--- config.mk ---
export PLATFORM = sky130hd
export DESIGN_NAME = encoder_poll_frame_parser_unit
export DESIGN_NICKNAME = d
export VERILOG_FILES = /design/src/rtl/efp_pkg.sv /design/src/rtl/efp_front.sv /design/src/rtl/efp_queue.sv /design/src/rtl/efp_back.sv /design/src/rtl/encoder_poll_frame_parser_unit.sv
export SDC_FILE = /design/constraint.sdc
export NUM_CORES = 1
export LEC_CHECK = 0
export ABC_CLOCK_PERIOD_IN_PS = 7020
export BUFFER_PORTS_ARGS = -buffer_cell sky130_fd_sc_hd__clkbuf_2
export CAP_MARGIN = 0
export CELL_PAD_IN_SITES_DETAIL_PLACEMENT = 1
export CELL_PAD_IN_SITES_GLOBAL_PLACEMENT = 1
export CORE_MARGIN = 2
export CORE_UTILIZATION = 52
export CTS_BUF_LIST = sky130_fd_sc_hd__clkbuf_4
export CTS_CLUSTER_DIAMETER = 50
export CTS_CLUSTER_SIZE = 20
export DETAILED_ROUTE_END_ITERATION = 8
export GPL_ROUTABILITY_DRIVEN = 0
export HOLD_SLACK_MARGIN = 0.03
export MAX_ROUTING_LAYER = met4
export PLACE_DENSITY_LB_ADDON = 0.1
export SLEW_MARGIN = 20
export SYNTH_ARGS = -nofsm -noshare
export SYNTH_HDL_FRONTEND = slang
export SYNTH_SLANG_ARGS = --single-unit
--- constraint.sdc ---
create_clock -name clk_i -period 7.02 [get_ports clk_i]
set_clock_uncertainty 0.1 [all_clocks]
set_input_delay 1.404 -clock clk_i [delete_from_list [all_inputs] [get_ports clk_i]]
set_output_delay 1.404 -clock clk_i [all_outputs]
set_load 0.005 [all_outputs]
--- src/rtl/efp_pkg.sv ---
// types, constants and helpers shared by the encoder poll frame parser
`timescale 1ns / 1ps

package efp_pkg;

  typedef enum logic [1:0] {
    CMD_START  = 2'd0,
    CMD_BYTE   = 2'd1,
    CMD_SILENT = 2'd2
  } cmd_e;

  typedef enum logic [1:0] {
    PH_IDLE = 2'd0,
    PH_HUNT = 2'd1,
    PH_BODY = 2'd2
  } phase_e;

  typedef enum logic {
    JOB_TX     = 1'b0,
    JOB_REPORT = 1'b1
  } job_e;

  localparam logic       KIND_TX     = 1'b0;
  localparam logic       KIND_REPORT = 1'b1;

  localparam logic [1:0] ERR_OK         = 2'd0;
  localparam logic [1:0] ERR_NODE       = 2'd1;
  localparam logic [1:0] ERR_NO_REPLY   = 2'd2;
  localparam logic [1:0] ERR_CORRUPTED  = 2'd3;

  localparam logic       REG_SYNC_LIMIT   = 1'b0;
  localparam logic       REG_HIGHEST_NODE = 1'b1;

  localparam logic [7:0] SYNC_LIMIT_RESET   = 8'd50;
  localparam logic [3:0] HIGHEST_NODE_RESET = 4'd9;

  localparam logic [7:0] CH_SYNC = 8'h3E;
  localparam logic [7:0] CH_HASH = 8'h23;
  localparam logic [7:0] CH_ZERO = 8'h30;
  localparam logic [7:0] CH_NL   = 8'h0A;

  localparam logic [3:0] BODY_LEN       = 4'd14;
  localparam logic [3:0] POS_FIRST      = 4'd4;
  localparam logic [3:0] POS_LAST       = 4'd7;
  localparam logic [3:0] STAT_FIRST     = 4'd10;
  localparam logic [3:0] STAT_LAST      = 4'd13;

  localparam logic signed [24:0] ANGLE_MUL = 25'sd360;

  localparam int Q_DEPTH = 4;
  localparam int Q_PTR_W = $clog2(Q_DEPTH);
  localparam int Q_CNT_W = $clog2(Q_DEPTH + 1);

  typedef struct packed {
    job_e        kind;
    logic [1:0]  err;
    logic [3:0]  node;
    logic [15:0] pos;
    logic [15:0] status;
  } job_t;

  // bit 4 flags a non-hex character, value then reads as zero
  function automatic logic [4:0] hex_decode(input logic [7:0] c);
    logic [4:0] r;
    r = 5'h10;
    if (c >= 8'h30 && c <= 8'h39) begin
      r = {1'b0, 4'(c - 8'h30)};
    end else if (c >= 8'h41 && c <= 8'h46) begin
      r = {1'b0, 4'(c - 8'h37)};
    end else if (c >= 8'h61 && c <= 8'h66) begin
      r = {1'b0, 4'(c - 8'h57)};
    end
    return r;
  endfunction

endpackage

--- src/rtl/efp_front.sv ---
// front end: accepts input beats, tracks the poll and queues output jobs
`timescale 1ns / 1ps

module efp_front import efp_pkg::*; (
  input  logic       clk_i,
  input  logic       rst_ni,
  input  logic       cfg_we_i,
  input  logic       cfg_idx_i,
  input  logic [7:0] cfg_data_i,
  input  logic       accept_i,
  input  logic [1:0] command_i,
  input  logic [3:0] node_number_i,
  input  logic [7:0] rx_byte_i,
  output logic       push_o,
  output job_t       job_o
);

  logic [7:0]  limit_q;
  logic [3:0]  highest_q;
  phase_e      phase_q, phase_d;
  logic [3:0]  node_q, node_d;
  logic [7:0]  hunt_q, hunt_d;
  logic [3:0]  body_q, body_d;
  logic [15:0] pos_q, pos_d;
  logic [15:0] stat_q, stat_d;
  logic        bad_q, bad_d;

  logic [7:0]  hunt_inc;
  logic [7:0]  lim;
  logic [3:0]  body_inc;
  logic [4:0]  dec;
  logic        in_pos, in_stat;
  logic        bad_new;
  logic [15:0] pos_new, stat_new;

  assign hunt_inc = hunt_q + 8'd1;
  assign lim      = (limit_q == 8'd0) ? 8'd1 : limit_q;
  assign body_inc = body_q + 4'd1;
  assign dec      = hex_decode(rx_byte_i);
  assign in_pos   = (body_q >= POS_FIRST) && (body_q <= POS_LAST);
  assign in_stat  = (body_q >= STAT_FIRST) && (body_q <= STAT_LAST);
  assign bad_new  = bad_q | ((in_pos | in_stat) & dec[4]);
  assign pos_new  = in_pos ? {pos_q[11:0], dec[3:0]} : pos_q;
  assign stat_new = in_stat ? {stat_q[11:0], dec[3:0]} : stat_q;

  always_comb begin
    phase_d = phase_q;
    node_d  = node_q;
    hunt_d  = hunt_q;
    body_d  = body_q;
    pos_d   = pos_q;
    stat_d  = stat_q;
    bad_d   = bad_q;
    push_o  = 1'b0;
    job_o   = '0;
    if (accept_i) begin
      case (cmd_e'(command_i))
        CMD_START: begin
          push_o = 1'b1;
          if (node_number_i > highest_q) begin
            job_o.kind = JOB_REPORT;
            job_o.err  = ERR_NODE;
            job_o.node = node_number_i;
          end else begin
            job_o.kind = JOB_TX;
            job_o.node = node_number_i;
            node_d  = node_number_i;
            phase_d = PH_HUNT;
            hunt_d  = '0;
            body_d  = '0;
            pos_d   = '0;
            stat_d  = '0;
            bad_d   = 1'b0;
          end
        end
        CMD_BYTE: begin
          case (phase_q)
            PH_HUNT: begin
              hunt_d = hunt_inc;
              if (rx_byte_i == CH_SYNC) begin
                phase_d = PH_BODY;
                body_d  = '0;
                pos_d   = '0;
                stat_d  = '0;
                bad_d   = 1'b0;
              end else if (hunt_inc >= lim) begin
                phase_d    = PH_IDLE;
                push_o     = 1'b1;
                job_o.kind = JOB_REPORT;
                job_o.err  = ERR_CORRUPTED;
                job_o.node = node_q;
              end
            end
            PH_BODY: begin
              pos_d  = pos_new;
              stat_d = stat_new;
              bad_d  = bad_new;
              body_d = body_inc;
              if (body_inc >= BODY_LEN) begin
                phase_d    = PH_IDLE;
                body_d     = '0;
                push_o     = 1'b1;
                job_o.kind = JOB_REPORT;
                job_o.node = node_q;
                if (bad_new) begin
                  job_o.err = ERR_CORRUPTED;
                end else begin
                  job_o.err    = ERR_OK;
                  job_o.pos    = pos_new;
                  job_o.status = stat_new;
                end
              end
            end
            default: begin
            end
          endcase
        end
        CMD_SILENT: begin
          case (phase_q)
            PH_HUNT: begin
              phase_d    = PH_IDLE;
              push_o     = 1'b1;
              job_o.kind = JOB_REPORT;
              job_o.err  = ERR_NO_REPLY;
              job_o.node = node_q;
            end
            PH_BODY: begin
              phase_d    = PH_IDLE;
              push_o     = 1'b1;
              job_o.kind = JOB_REPORT;
              job_o.err  = ERR_CORRUPTED;
              job_o.node = node_q;
            end
            default: begin
            end
          endcase
        end
        default: begin
        end
      endcase
    end
  end

  always_ff @(posedge clk_i or negedge rst_ni) begin
    if (!rst_ni) begin
      limit_q   <= SYNC_LIMIT_RESET;
      highest_q <= HIGHEST_NODE_RESET;
    end else if (cfg_we_i) begin
      case (cfg_idx_i)
        REG_SYNC_LIMIT:   limit_q   <= cfg_data_i;
        REG_HIGHEST_NODE: highest_q <= cfg_data_i[3:0];
        default: begin
        end
      endcase
    end
  end

  always_ff @(posedge clk_i or negedge rst_ni) begin
    if (!rst_ni) begin
      phase_q <= PH_IDLE;
      node_q  <= '0;
      hunt_q  <= '0;
      body_q  <= '0;
      pos_q   <= '0;
      stat_q  <= '0;
      bad_q   <= 1'b0;
    end else begin
      phase_q <= phase_d;
      node_q  <= node_d;
      hunt_q  <= hunt_d;
      body_q  <= body_d;
      pos_q   <= pos_d;
      stat_q  <= stat_d;
      bad_q   <= bad_d;
    end
  end

  a_body_in_range: assert property (@(posedge clk_i) disable iff (!rst_ni)
    body_q < BODY_LEN) else $error("body count past frame length");

endmodule

--- src/rtl/efp_queue.sv ---
// short job queue between front and back end
`timescale 1ns / 1ps

module efp_queue import efp_pkg::*; (
  input  logic clk_i,
  input  logic rst_ni,
  input  logic push_i,
  input  job_t job_i,
  input  logic pop_i,
  output logic full_o,
  output logic empty_o,
  output job_t head_o
);

  job_t               mem_q [Q_DEPTH];
  logic [Q_PTR_W-1:0] wr_q, rd_q;
  logic [Q_CNT_W-1:0] cnt_q;

  assign full_o  = (cnt_q == Q_CNT_W'(Q_DEPTH));
  assign empty_o = (cnt_q == '0);
  assign head_o  = mem_q[rd_q];

  always_ff @(posedge clk_i) begin
    if (push_i) begin
      mem_q[wr_q] <= job_i;
    end
  end

  always_ff @(posedge clk_i or negedge rst_ni) begin
    if (!rst_ni) begin
      wr_q  <= '0;
      rd_q  <= '0;
      cnt_q <= '0;
    end else begin
      if (push_i) wr_q <= wr_q + 1'b1;
      if (pop_i) rd_q <= rd_q + 1'b1;
      if (push_i && !pop_i) begin
        cnt_q <= cnt_q + 1'b1;
      end else if (pop_i && !push_i) begin
        cnt_q <= cnt_q - 1'b1;
      end
    end
  end

  a_cnt_bound: assert property (@(posedge clk_i) disable iff (!rst_ni)
    cnt_q <= Q_CNT_W'(Q_DEPTH)) else $error("queue overfilled");
  a_no_underflow: assert property (@(posedge clk_i) disable iff (!rst_ni)
    pop_i |-> !empty_o) else $error("pop from empty queue");
  a_no_overflow: assert property (@(posedge clk_i) disable iff (!rst_ni)
    push_i |-> !full_o) else $error("push into full queue");

endmodule

--- src/rtl/efp_back.sv ---
// back end: expands queued jobs into output beats behind a register
`timescale 1ns / 1ps

module efp_back import efp_pkg::*; (
  input  logic               clk_i,
  input  logic               rst_ni,
  input  logic               empty_i,
  input  job_t               head_i,
  output logic               pop_o,
  output logic               out_valid_o,
  input  logic               out_stall_i,
  output logic               kind_o,
  output logic [7:0]         tx_byte_o,
  output logic               last_of_run_o,
  output logic [1:0]         error_code_o,
  output logic [3:0]         node_reported_o,
  output logic signed [15:0] position_raw_o,
  output logic [15:0]        status_word_o,
  output logic signed [24:0] angle_scaled_o
);

  logic        valid_q;
  logic [1:0]  idx_q, idx_d;
  logic        load;
  logic [7:0]  tx_sel;
  logic signed [24:0] pos_wide;
  logic signed [24:0] angle;

  assign load     = !empty_i && (!valid_q || !out_stall_i);
  assign pos_wide = 25'(signed'(head_i.pos));
  assign angle    = pos_wide * ANGLE_MUL;

  always_comb begin
    case (idx_q)
      2'd0:    tx_sel = CH_HASH;
      2'd1:    tx_sel = CH_ZERO + {4'd0, head_i.node};
      default: tx_sel = CH_NL;
    endcase
  end

  always_comb begin
    idx_d = idx_q;
    pop_o = 1'b0;
    if (load) begin
      if (head_i.kind == JOB_TX) begin
        if (idx_q == 2'd2) begin
          idx_d = 2'd0;
          pop_o = 1'b1;
        end else begin
          idx_d = idx_q + 2'd1;
        end
      end else begin
        pop_o = 1'b1;
      end
    end
  end

  always_ff @(posedge clk_i or negedge rst_ni) begin
    if (!rst_ni) begin
      valid_q <= 1'b0;
      idx_q   <= '0;
    end else begin
      idx_q <= idx_d;
      if (load) begin
        valid_q <= 1'b1;
      end else if (!out_stall_i) begin
        valid_q <= 1'b0;
      end
    end
  end

  always_ff @(posedge clk_i) begin
    if (load) begin
      if (head_i.kind == JOB_TX) begin
        kind_o          <= KIND_TX;
        tx_byte_o       <= tx_sel;
        last_of_run_o   <= (idx_q == 2'd2);
        error_code_o    <= ERR_OK;
        node_reported_o <= '0;
        position_raw_o  <= '0;
        status_word_o   <= '0;
        angle_scaled_o  <= '0;
      end else begin
        kind_o          <= KIND_REPORT;
        tx_byte_o       <= '0;
        last_of_run_o   <= 1'b1;
        error_code_o    <= head_i.err;
        node_reported_o <= head_i.node;
        position_raw_o  <= signed'(head_i.pos);
        status_word_o   <= head_i.status;
        angle_scaled_o  <= angle;
      end
    end
  end

  assign out_valid_o = valid_q;

  a_idx_tx_only: assert property (@(posedge clk_i) disable iff (!rst_ni)
    idx_q != 2'd0 |-> !empty_i && head_i.kind == JOB_TX)
    else $error("query sequence lost its job");
  a_idx_range: assert property (@(posedge clk_i) disable iff (!rst_ni)
    idx_q != 2'd3) else $error("query beat index out of range");

endmodule

--- src/rtl/encoder_poll_frame_parser_unit.sv ---
// top level of the encoder poll frame parser
// channel   dir  handshake              payload
// in        in   in_valid_i/in_stall_o  command_i, node_number_i, rx_byte_i
// out       out  out_valid_o/out_stall_i kind_o .. angle_scaled_o
// cfg       in   cfg_we_i               cfg_idx_i, cfg_data_i
// one input beat per cycle unless stalled, decoded in the accepting cycle
// valid start: three output beats, one per cycle unless stalled; report: one
// the four-deep job queue stalls input only when full; output is registered
// asynchronous active-low reset loads register defaults and idles the poll
`timescale 1ns / 1ps

module encoder_poll_frame_parser_unit import efp_pkg::*; (
  input  logic               clk_i,
  input  logic               rst_ni,
  input  logic               cfg_we_i,
  input  logic               cfg_idx_i,
  input  logic [7:0]         cfg_data_i,
  input  logic               in_valid_i,
  output logic               in_stall_o,
  input  logic [1:0]         command_i,
  input  logic [3:0]         node_number_i,
  input  logic [7:0]         rx_byte_i,
  output logic               out_valid_o,
  input  logic               out_stall_i,
  output logic               kind_o,
  output logic [7:0]         tx_byte_o,
  output logic               last_of_run_o,
  output logic [1:0]         error_code_o,
  output logic [3:0]         node_reported_o,
  output logic signed [15:0] position_raw_o,
  output logic [15:0]        status_word_o,
  output logic signed [24:0] angle_scaled_o
);

  logic accept;
  logic push, pop, full, empty;
  job_t job, head;

  assign in_stall_o = full;
  assign accept     = in_valid_i && !full;

  efp_front u_front (
    .clk_i,
    .rst_ni,
    .cfg_we_i,
    .cfg_idx_i,
    .cfg_data_i,
    .accept_i      (accept),
    .command_i,
    .node_number_i,
    .rx_byte_i,
    .push_o        (push),
    .job_o         (job)
  );

  efp_queue u_queue (
    .clk_i,
    .rst_ni,
    .push_i  (push),
    .job_i   (job),
    .pop_i   (pop),
    .full_o  (full),
    .empty_o (empty),
    .head_o  (head)
  );

  efp_back u_back (
    .clk_i,
    .rst_ni,
    .empty_i         (empty),
    .head_i          (head),
    .pop_o           (pop),
    .out_valid_o,
    .out_stall_i,
    .kind_o,
    .tx_byte_o,
    .last_of_run_o,
    .error_code_o,
    .node_reported_o,
    .position_raw_o,
    .status_word_o,
    .angle_scaled_o
  );

endmodule

==> results.cfg <==
[hold_path]
hp-class = primary input to async pin

[clocking]
cts_htree_levels = 1
cts_sinks = 295
cts_tree = yes
cts_hold_buf = 0
cts_made_buffers = 31
post_cts_resized = 0
postCtsSetupRepairBufs = 0
clock_latency_ps = 740
clkTransAtPathRegs_ps = 140
cts-root-buf = clkbuf_4
cts_max_path_buffers = 3

[logic_synthesis]
synthAdderAreaFrac = 0.112
syn_area_um2 = 14600
async_flop_share = 0.247
yosys.area_share.simple = 0.0908
synth_largest_area_cell = edfxtp_1
synthFlopType = edfxtp_1
synthMuxAreaShare = 0.0761
yosys_warnings = 0
synth_cells = 1110
synth-xor-area-share = 0.0156
synth_cell_types = 70
yosys-top-cells-area = edfxtp_1 46%, dfrtp_1 12%, ha_1 7.3%, mux4_2 5.9%, fa_1 4.0%
syn_avg_cell_area_um2 = 13.2
synth_compound_area_frac = 0.0800
synth-edff-count = 222
synth_top_family_by_area = adder cells
synth_seq_cells = 295
seq_area_frac_synth = 0.581
yosys.area.top_type_share = 0.456

[layout]
final_util = 0.580
drive_gt1_frac = 0.191
final_nets = 1351
final_cell_mix = 222 x edfxtp_1, 118 x nand2_1, 108 x inv_1
syn2layout_area_growth_pct = 9.88
layout_commonest_cell = edfxtp_1

[global_route]
grt_antenna_before_repair = 1
track_usage = 0.227
grt_start_max_net_pins = 69
grt_pass1_wl_mm = 50.4
grt-ovfl-total = 0
grt_pass1_vias = 9487

[timing]
period_needed_ps = 5620
timing.slew.headroom = 0.354
max_freq_mhz = 178
hold_violations = 0
setup_violations = 0
tns_ps = 0
tightestPinTransition_ps = 964
maxSlewViolCount = 0
fin_crit_sh = 0.801
grt_setup_unrepaired = false

[setup_path]
crit_arrival_ps = 6140
endpoint_kind = register
start_kind = register
cp_max_fo = 27
crit_type = register to register
required_ps = 7540

[drt]
via_per_inst = 5.53
wl_mm = 31.4
drc = 0
ant_nets = 0
first_iter_violations = 512
wire_per_inst_um = 19.4
first_pass_iters = 5
dr_total_vias = 8919

[floorplan]
dieArea_um2 = 29500
die_height_um = 172
die_width_um = 172
coreArea_um2 = 27700
rows = 61
start_util = 0.528
num_io_pins = 103

[run]
max-cap-violations = 0

[run_status]
status = finished, final reports clean

[place]
dp_hpwl_mm = 22.1
io_buffers = 97
## Yosys cell counts, drive strengths merged (2+ instances only)
library cell,number
o21bai,2
nor2,41
a21oi,52
mux2i,10
dfrtp,68
a21boi,3
and2,46
dfstp,5
nor2b,4
o21ai,42
mux4,38
o22a,2
o311ai,2
buf,18
clkbuf,29
edfxtp,222
or2,3
nand4b,2
a22oi,5
xor2,11
nand2b,12
a22o,27
fa,29
inv,108
ha,85
nand4,3
o21a,8
a21o,6
nand2,118
xnor2,15
nor3b,3
o211ai,4
nor4b,2
a31oi,6
nand3,21
nor3,17
a41oi,3
o31a,2
mux2,14
## final cells by class
cell class / count / area [µm²]
Fill cell: 2787 / 11600
Multi-Input combinational cell: 663 / 5530
Tap cell: 378 / 473
Clock inverter: 22 / 303
Inverter: 109 / 409
Antenna cell: 2 / 5.00
Clock buffer: 36 / 270
Timing Repair Buffer: 109 / 578
Sequential cell: 295 / 8500
## metrics by stage
stage	setup WS (ps)	instance area, µm²	std cells	hold slack (ps)
after floorplan	568	14600	1114	356
after global placement	1460	15500	1554	374
after detailed placement	1330	15500	1554	386
after CTS	1310	16100	1612	268
after global routing	942	16100	1613	254
final	1400	16100	1614	340
## logic make-up after synthesis
group | count (synthesis)
DFF | 295
xor gates and xnor gates | 26
muxes | 62
other | 1
buffers and inverters | 156
adders and majority gates | 114
AOI/OAI and AO/OA | 178
and+or+nand+nor | 278
## path summary, 6_finish.rpt
path                            startpoint                        end  slack [ps]  cells past startpoint
max in group asynchronous           rst_ni            u_queue.rd_q[0]        5300                      2
setup / recovery           u_queue.rd_q[0]  u_back.angle_scaled_o[24]        1400                     17
hold reg to reg              u_front.bad_q              u_front.bad_q         410                      1
setup reg to reg           u_queue.rd_q[0]  u_back.angle_scaled_o[24]        1400                     17
min in group clk_i           u_front.bad_q              u_front.bad_q         410                      1
hold / removal                      rst_ni          u_front.hunt_q[5]         340                      1
## registers in the layout (all words and copies together) (netlist names), 2 cells and up
name / count
u_queue.mem_q: 156
u_back.angle_scaled_o: 22
u_back.status_word_o: 16
u_front.pos_q: 16
u_front.stat_q: 16
u_back.position_raw_o: 14
u_front.hunt_q: 8
u_front.limit_q: 8
u_back.tx_byte_o: 6
u_back.node_reported_o: 4
u_front.body_q: 4
u_front.highest_q: 4
u_front.node_q: 4
u_queue.cnt_q: 3
u_back.error_code_o: 2
u_back.idx_q: 2
u_front.phase_q: 2
u_queue.rd_q: 2
u_queue.wr_q: 2
## critical path: stages, from the launching register on
cell and delay, ps:
dfrtp_2 980, buf_4 470, mux4_2 670, inv_1 160, ha_1 180, inv_1 50
ha_1 260, inv_1 50, fa_1 530, inv_1 50, fa_1 450, ha_1 370
a21oi_1 360, inv_1 80, a21oi_1 250, nor4b_1 260, a32oi_1 100, nand3_1 110
## layer usage
| metal | global-route usage | share of wire | routed length (µm) | vias up |
|---|---|---|---|---|
| met1 | 0.289 | 0.44 | 13800 | 4489 |
| met3 | 0.0292 | 0.037 | 1150 | 56 |
| met2 | 0.381 | 0.50 | 15500 | 192 |
| met4 | 0.0693 | 0.026 | 819 | 0 |
| met5 | - | 0 | 0 | - |
| li1 | - | - | - | 4182 |
Power is not shown: default switching activity piles up to over one toggle a cycle in this logic, so the estimate is an artifact.
